## config.mk

```make
export PLATFORM = sky130hd
export DESIGN_NAME = lpe_cell
export DESIGN_NICKNAME = d
export VERILOG_FILES = /design/src/rtl/core/lpe_pkg.sv /design/src/rtl/core/lpe_cell.sv
export SDC_FILE = /design/constraint.sdc
export NUM_CORES = 2
export LEC_CHECK = 0
export ABC_AREA = 1
export BUFFER_PORTS_ARGS = -buffer_cell sky130_fd_sc_hd__buf_2
export CAP_MARGIN = 40
export CORE_ASPECT_RATIO = 0.5
export CORE_MARGIN = 5
export CORE_UTILIZATION = 51
export DETAILED_ROUTE_END_ITERATION = 6
export PLACE_DENSITY = 0.69
export SLEW_MARGIN = 20
export SYNTH_ARGS = -nofsm -noshare
export SYNTH_HDL_FRONTEND = slang
export SYNTH_SLANG_ARGS = --single-unit
```

## constraint.sdc

```tcl
create_clock -name clk -period 14.4 [get_ports clk]
set_input_delay 2.88 -clock clk [delete_from_list [all_inputs] [get_ports clk]]
set_output_delay 2.88 -clock clk [all_outputs]
set_load 0.01 [all_outputs]
```

## src/rtl/core/lpe_pkg.sv

```systemverilog
// Shared types and constants for the Legendre polynomial evaluator.
// Used by lpe_cell and legendre_polynomial_eval; depends on nothing.

package lpe_pkg;

  // Fixed field widths
  localparam int DEGREE_W    = 5;    // degree field on the input item
  localparam int Q16_W       = 18;   // Q1.16 abscissa and result
  localparam int Q30_W       = 32;   // Q2.30 internal terms
  localparam int DEG_W       = 8;    // clamped degree carried down the chain
  localparam int IN_TDATA_W  = 24;
  localparam int OUT_TDATA_W = 24;

  localparam int MAX_DEGREE_DEF = 31;

  // Fixed-point constants
  localparam logic signed [Q16_W-1:0] Q16_ONE  = 18'sd65536;
  localparam logic signed [Q16_W-1:0] Q16_MONE = -18'sd65536;
  localparam logic signed [Q30_W-1:0] Q30_ONE  = 32'sh4000_0000;

  // Data handed from one recurrence cell to the next
  typedef struct packed {
    logic [DEG_W-1:0]        deg;   // clamped degree of this item
    logic signed [Q30_W-1:0] x30;   // abscissa in Q2.30
    logic signed [Q30_W-1:0] cur;   // P_{i-1}
    logic signed [Q30_W-1:0] prev;  // P_{i-2}
  } lpe_link_t;

endpackage

```

## src/rtl/core/lpe_cell.sv

```systemverilog
// One recurrence cell: computes P_STEP from P_{STEP-1} and P_{STEP-2} in an
// eight-stage pipeline. Depends on lpe_pkg for the link type and widths.

module lpe_cell import lpe_pkg::*; #(
  parameter int STEP = 2
) (
  input  logic      clk,
  input  logic      rst_n,
  input  logic      en,
  input  logic      link_vld_i,
  input  lpe_link_t link_i,
  output logic      link_vld_o,
  output lpe_link_t link_o
);

  localparam int NSTG  = 8;
  // |num| < 3*STEP*2^31 < 2^(33+clog2(STEP))
  localparam int MAG_W = 33 + $clog2(STEP);
  localparam int NUM_W = MAG_W + 1;
  localparam int LO_W  = (MAG_W + 1) / 2;
  localparam int HI_W  = MAG_W - LO_W;
  localparam int PW    = 2 * MAG_W;

  // floor(2^MAG_W / STEP): quotient estimate is low by at most one
  localparam logic [63:0]      RECIP64 = (64'd1 << MAG_W) / 64'(STEP);
  localparam logic [MAG_W-1:0] RECIP   = RECIP64[MAG_W-1:0];

  localparam logic signed [NUM_W-1:0] C_ODD  = NUM_W'(2 * STEP - 1);
  localparam logic signed [NUM_W-1:0] C_PREV = NUM_W'(STEP - 1);
  localparam logic [MAG_W-1:0]        C_STEP = MAG_W'(STEP);
  localparam logic [MAG_W-1:0]        POS_LIM = MAG_W'(64'h7FFF_FFFF);
  localparam logic [MAG_W-1:0]        NEG_LIM = MAG_W'(64'h8000_0000);
  localparam logic signed [63:0]      TRUNC_BIAS = 64'sd1073741823;
  localparam logic [DEG_W-1:0]        STEP_DEG = DEG_W'(STEP);

  logic [NSTG-1:0] vld_r;
  lpe_link_t       pay_r [NSTG];

  logic signed [63:0]       p_r;
  logic signed [32:0]       prodq_r;
  logic signed [NUM_W-1:0]  num_r;
  logic                     neg_r, neg4_r, neg5_r, neg6_r;
  logic [MAG_W-1:0]         mag_r, mag4_r, mag5_r;
  logic [2*HI_W-1:0]        pp_hh_r;
  logic [HI_W+LO_W-1:0]     pp_hl_r, pp_lh_r;
  logic [2*LO_W-1:0]        pp_ll_r;
  logic [MAG_W-1:0]         q0_r, q_r;

  logic signed [63:0]       p_adj;
  logic [PW-1:0]            pp_sum;
  logic [MAG_W-1:0]         rem;
  logic signed [Q30_W-1:0]  sat_val;
  lpe_link_t                step_nxt;

  // Truncate the Q4.60 product toward zero back to Q2.30
  assign p_adj = p_r + (p_r[63] ? TRUNC_BIAS : 64'sd0);

  // Reassemble the reciprocal product from its four partial products
  assign pp_sum = (PW'(pp_hh_r) << (2 * LO_W)) + (PW'(pp_hl_r) << LO_W)
                + (PW'(pp_lh_r) << LO_W) + PW'(pp_ll_r);

  // Remainder left by the quotient estimate
  assign rem = mag5_r - q0_r * C_STEP;

  // Apply sign and saturate to the Q2.30 range
  always_comb begin
    if (neg6_r) begin
      sat_val = (q_r > NEG_LIM) ? 32'sh8000_0000 : -$signed(q_r[Q30_W-1:0]);
    end else begin
      sat_val = (q_r > POS_LIM) ? 32'sh7FFF_FFFF : $signed(q_r[Q30_W-1:0]);
    end
  end

  // Shift the recurrence, or pass through past the item's degree
  always_comb begin
    step_nxt = pay_r[6];
    if (pay_r[6].deg >= STEP_DEG) begin
      step_nxt.cur  = sat_val;
      step_nxt.prev = pay_r[6].cur;
    end
  end

  // Valid bits
  always_ff @(posedge clk) begin
    if (!rst_n) begin
      vld_r <= '0;
    end else if (en) begin
      vld_r <= {vld_r[NSTG-2:0], link_vld_i};
    end
  end

  // Datapath stages
  always_ff @(posedge clk) begin
    if (en) begin
      // s0: x * P_{i-1}
      pay_r[0] <= link_i;
      p_r      <= 64'(link_i.x30) * 64'(link_i.cur);
      // s1: back to Q2.30
      pay_r[1] <= pay_r[0];
      prodq_r  <= 33'(p_adj >>> 30);
      // s2: numerator
      pay_r[2] <= pay_r[1];
      num_r    <= NUM_W'(prodq_r) * C_ODD - NUM_W'(pay_r[1].prev) * C_PREV;
      // s3: sign and magnitude
      pay_r[3] <= pay_r[2];
      neg_r    <= num_r[NUM_W-1];
      mag_r    <= num_r[NUM_W-1] ? MAG_W'(-num_r) : MAG_W'(num_r);
      // s4: partial products of magnitude times reciprocal
      pay_r[4] <= pay_r[3];
      pp_hh_r  <= (2 * HI_W)'(mag_r[MAG_W-1:LO_W]) * (2 * HI_W)'(RECIP[MAG_W-1:LO_W]);
      pp_hl_r  <= (HI_W + LO_W)'(mag_r[MAG_W-1:LO_W]) * (HI_W + LO_W)'(RECIP[LO_W-1:0]);
      pp_lh_r  <= (HI_W + LO_W)'(mag_r[LO_W-1:0]) * (HI_W + LO_W)'(RECIP[MAG_W-1:LO_W]);
      pp_ll_r  <= (2 * LO_W)'(mag_r[LO_W-1:0]) * (2 * LO_W)'(RECIP[LO_W-1:0]);
      mag4_r   <= mag_r;
      neg4_r   <= neg_r;
      // s5: quotient estimate
      pay_r[5] <= pay_r[4];
      q0_r     <= pp_sum[PW-1:MAG_W];
      mag5_r   <= mag4_r;
      neg5_r   <= neg4_r;
      // s6: one correction step
      pay_r[6] <= pay_r[5];
      q_r      <= (rem >= C_STEP) ? q0_r + MAG_W'(1) : q0_r;
      neg6_r   <= neg5_r;
      // s7: recurrence result
      pay_r[7] <= step_nxt;
    end
  end

  assign link_vld_o = vld_r[NSTG-1];
  assign link_o     = pay_r[NSTG-1];

  // Reciprocal estimate never misses by more than one
  a_rem_bound: assert property (@(posedge clk) disable iff (!rst_n)
    vld_r[5] |-> (rem < (C_STEP << 1)))
    else $error("lpe_cell: quotient estimate off by more than one");

  // Numerator stays inside its magnitude bound
  a_num_bound: assert property (@(posedge clk) disable iff (!rst_n)
    vld_r[3] |-> (mag_r <= (MAG_W'(3 * STEP) << 31)))
    else $error("lpe_cell: numerator magnitude out of range");

  // Items past their degree leave the cell with P unchanged
  a_pass: assert property (@(posedge clk) disable iff (!rst_n)
    (en && vld_r[NSTG-2] && (pay_r[NSTG-2].deg < STEP_DEG))
      |=> (link_o.cur == $past(pay_r[NSTG-2].cur)))
    else $error("lpe_cell: pass-through item altered");

endmodule

```

==> impl_metrics.json <==
{
  "cp.required_ns": 14.83,
  "crit_type": "in -> reg",
  "vias": 54700,
  "cpMaxStageDelayCell": "fa_1",
  "nFillCells": 14100,
  "post-place-ws_ns": 3.24,
  "fin_area_sq_um": 90300,
  "layout.nets": 9997,
  "violations": "DRC",
  "worst_path_largest_cell_delay_ns": 0.95,
  "setup_viol": 0,
  "grt_pass1_wl_mm": 330,
  "cts_setup_buffers": 0,
  "place_area_sq_um": 86900,
  "cts_tree": "done",
  "cp-end-kind": "flip-flop",
  "clock_latency_ns": 0.70,
  "initial_core_util_pct": 51.2,
  "async_reset_ff_share_pct": 0,
  "syn-num-nets": 9927,
  "syn_inst": 8422,
  "holdBufCountCts": 0,
  "grt_pass1_vias": 57100,
  "finalSetupTns_ns": 0,
  "dr.pass1.iters": 7,
  "post-route-min-period_ns": 10.43,
  "drt-initial-drc-count": 4784,
  "dieArea_sq_um": 173000,
  "cp_common_cell": "fa_1",
  "worstPathMaxFanout": 33,
  "core_sq_um": 164000,
  "drc": 2,
  "synth_area_sq_um": 83700,
  "fin_skew_ns": 0.0419,
  "arrival_ns": 10.86,
  "root_buffer": "clkbuf_16",
  "fin_ws_ns": 3.97,
  "wl_per_cell_microns": 19.6,
  "synthToLayoutAreaGrowth_pct": 7.91,
  "timing.final.crit_share_pct": 72.4,
  "ys_warn_count": 0,
  "portBuffers": 212,
  "die_w_microns": 583,
  "ctsLongestPathBuffers": 3,
  "drtAntennaViolNets": 0,
  "grt_overflow": 0,
  "path_clk_slew_ns": 0.07,
  "synth_area_per_cell_sq_um": 9.94,
  "rsz0062_at_grt": "false",
  "instances_no_fill": 10800,
  "dp_cells": 10600,
  "totalWireLength_mm": 211,
  "grt.total_usage_pct": 24.9,
  "drive_gt1_share_pct": 5.86,
  "clock_sinks": 1108,
  "crit_chain": "buf_2 -> nand2_1 -> inv_1 -> fa_1 -> fa_1 -> fa_1 -> fa_1 -> inv_1 -> fa_1 -> inv_1 -> fa_1 -> inv_1 -> fa_1 -> inv_1 -> fa_1 -> ha_1 -> nand4_1 -> nor3_1 -> nand2_1 -> nor3_1 -> nand2_1 -> nand4_1 -> nand2_1",
  "hpwl_mm": 164,
  "yosysSeqAreaShare_pct": 39.7,
  "startpoint_type": "input port",
  "routed_via_density": 5.07,
  "place_congestion": 0.968,
  "drv_cap": 0,
  "grt_max_degree": 194,
  "yosys_most_used_dff": "edfxtp_1",
  "slew_headroom_pct": 31.4,
  "postCtsResizedCells": 0,
  "ys_seq_elements": 1108,
  "ys_types": 48,
  "synth_edf_count": 1100,
  "worst_pin_slew_ns": 1.03,
  "ioPinCount": 213,
  "hp-class": "reg -> reg",
  "final_hold_viol_count": 0,
  "status": "finished, violations left",
  "timing.fmax_mhz": 95.9,
  "grt_antenna_before_repair": 18,
  "cts_inserted_buffers": 96,
  "num_rows": 105,
  "cts_max_level": 3,
  "die_h_microns": 296,
  "slew_viol_final": 0
}
==> state kept, by name, indices dropped and copies added (netlist names) <==
signal	count
mag_r	33
q_r	33
prodq_r	33
p_r	64
pay_r	832
mag4_r	33
num_r	35
neg6_r	1
q0_r	1
neg_r	1
vld_r	8
neg4_r	1
neg5_r	1
mag5_r	32
==> worst max-delay path, delay by kind of cell <==
| family | cells | cell delay (ns) |
|---|---|---|
| buf+inv | 6 | 1.42 |
| fa+ha+maj | 9 | 5.20 |
| simple gates | 8 | 1.32 |
==> placed cells by master, fill, tap and decap left out, types with 6 or more instances in the layout <==
master	netlist	layout
fa_1	1115	1115
a21o_1	10	10
nor3_1	47	47
inv_6	0	6
inv_1	2262	2262
clkinvlp_4	0	9
nand3_1	239	239
nand2_1	2074	2074
nor4_1	6	6
xor2_1	86	86
dfxtp_1	8	8
or2_2	8	8
nand4_1	76	76
diode_2	0	6
nand3b_1	16	16
clkbuf_16	0	96
buf_12	0	15
nor2_2	10	10
o21bai_1	28	28
nor2_1	369	369
a22oi_2	11	11
buf_16	0	14
clkbuf_1	205	9
a21boi_0	7	7
edfxtp_1	1100	1100
clkinv_1	0	16
buf_2	4	211
xnor2_1	19	19
clkinv_2	0	16
bufinv_16	0	13
buf_4	105	51
o21ai_0	101	100
a21oi_1	174	174
ha_1	282	282
==> metrics by stage <==
step | util [%] | hold WS (ns)
5_1_grt | 55.2 | 0.386
2_1_floorplan | - | 0.400
3_5_place_dp | 53.1 | 0.405
3_3_place_gp | 52.8 | 0.400
6_report | 55.2 | 0.387
4_1_cts | 55.2 | 0.383
==> metal layers <==
layer  part of all wire, %  track usage (%)  up-vias
met5                 0.033                0        -
met4                   2.5             6.26       10
met3                   7.8             4.67      357
met2                    47             41.3     1991
met1                    43             34.2    27000
li1                      -                -    25300
==> logic make-up (layout without fill, tap and decap cells) <==
family	Yosys count	in the layout	share of synthesized area, %
and+or+nand+nor	2873	2873	13.9
buffers and inverters	2588	2738	12.1
adders and majority gates	1397	1397	30.9
DFF	1108	1108	39.7
AOI/OAI and AO/OA	351	351	2.38
xor gates and xnor gates	105	105	1.10
other	0	6	0
==> path summary, 6_finish.rpt <==
kind	startpoint	endpoint	slack (ns)	depth (start not counted)
setup reg to reg	pay_r[0][105]	num_r[27]	10.88	12
setup / recovery	link_i[95]	p_r[59]	3.97	23
hold reg to reg	pay_r[0][384]	pay_r[1][72]	0.39	0
hold / removal	pay_r[0][384]	pay_r[1][72]	0.39	0
==> Yosys cell counts, types with 76 or more instances <==
| cell type | count | share of area [%] |
|---|---|---|
| xor2_1 | 86 | 0.90 |
| nor2_1 | 369 | 1.7 |
| a21oi_1 | 174 | 1.0 |
| nand4_1 | 76 | 0.57 |
| inv_1 | 2262 | 10 |
| edfxtp_1 | 1100 | 39 |
| clkbuf_1 | 205 | 0.92 |
| nand2_1 | 2074 | 9.3 |
| ha_1 | 282 | 4.2 |
| buf_4 | 105 | 0.94 |
| o21ai_0 | 101 | 0.60 |
| fa_1 | 1115 | 27 |
| nand3_1 | 239 | 1.4 |
==> area by class of cell <==
| class | count | area, sq um | area share, % |
|---|---|---|---|
| Multi-Input combinational cell | 4726 | 40400 | 44.7 |
| Sequential cell | 1108 | 33200 | 36.7 |
| Inverter | 2266 | 8510 | 9.42 |
| Tap cell | 2193 | 2740 | 3.04 |
| Clock buffer | 106 | 2450 | 2.71 |
| Timing Repair Buffer | 294 | 2170 | 2.40 |
| Clock inverter | 72 | 878 | 0.972 |
| Antenna cell | 6 | 15.0 | 0.0166 |
Power is not shown: default switching activity piles up to over one toggle a cycle in this logic, so the estimate is an artifact.
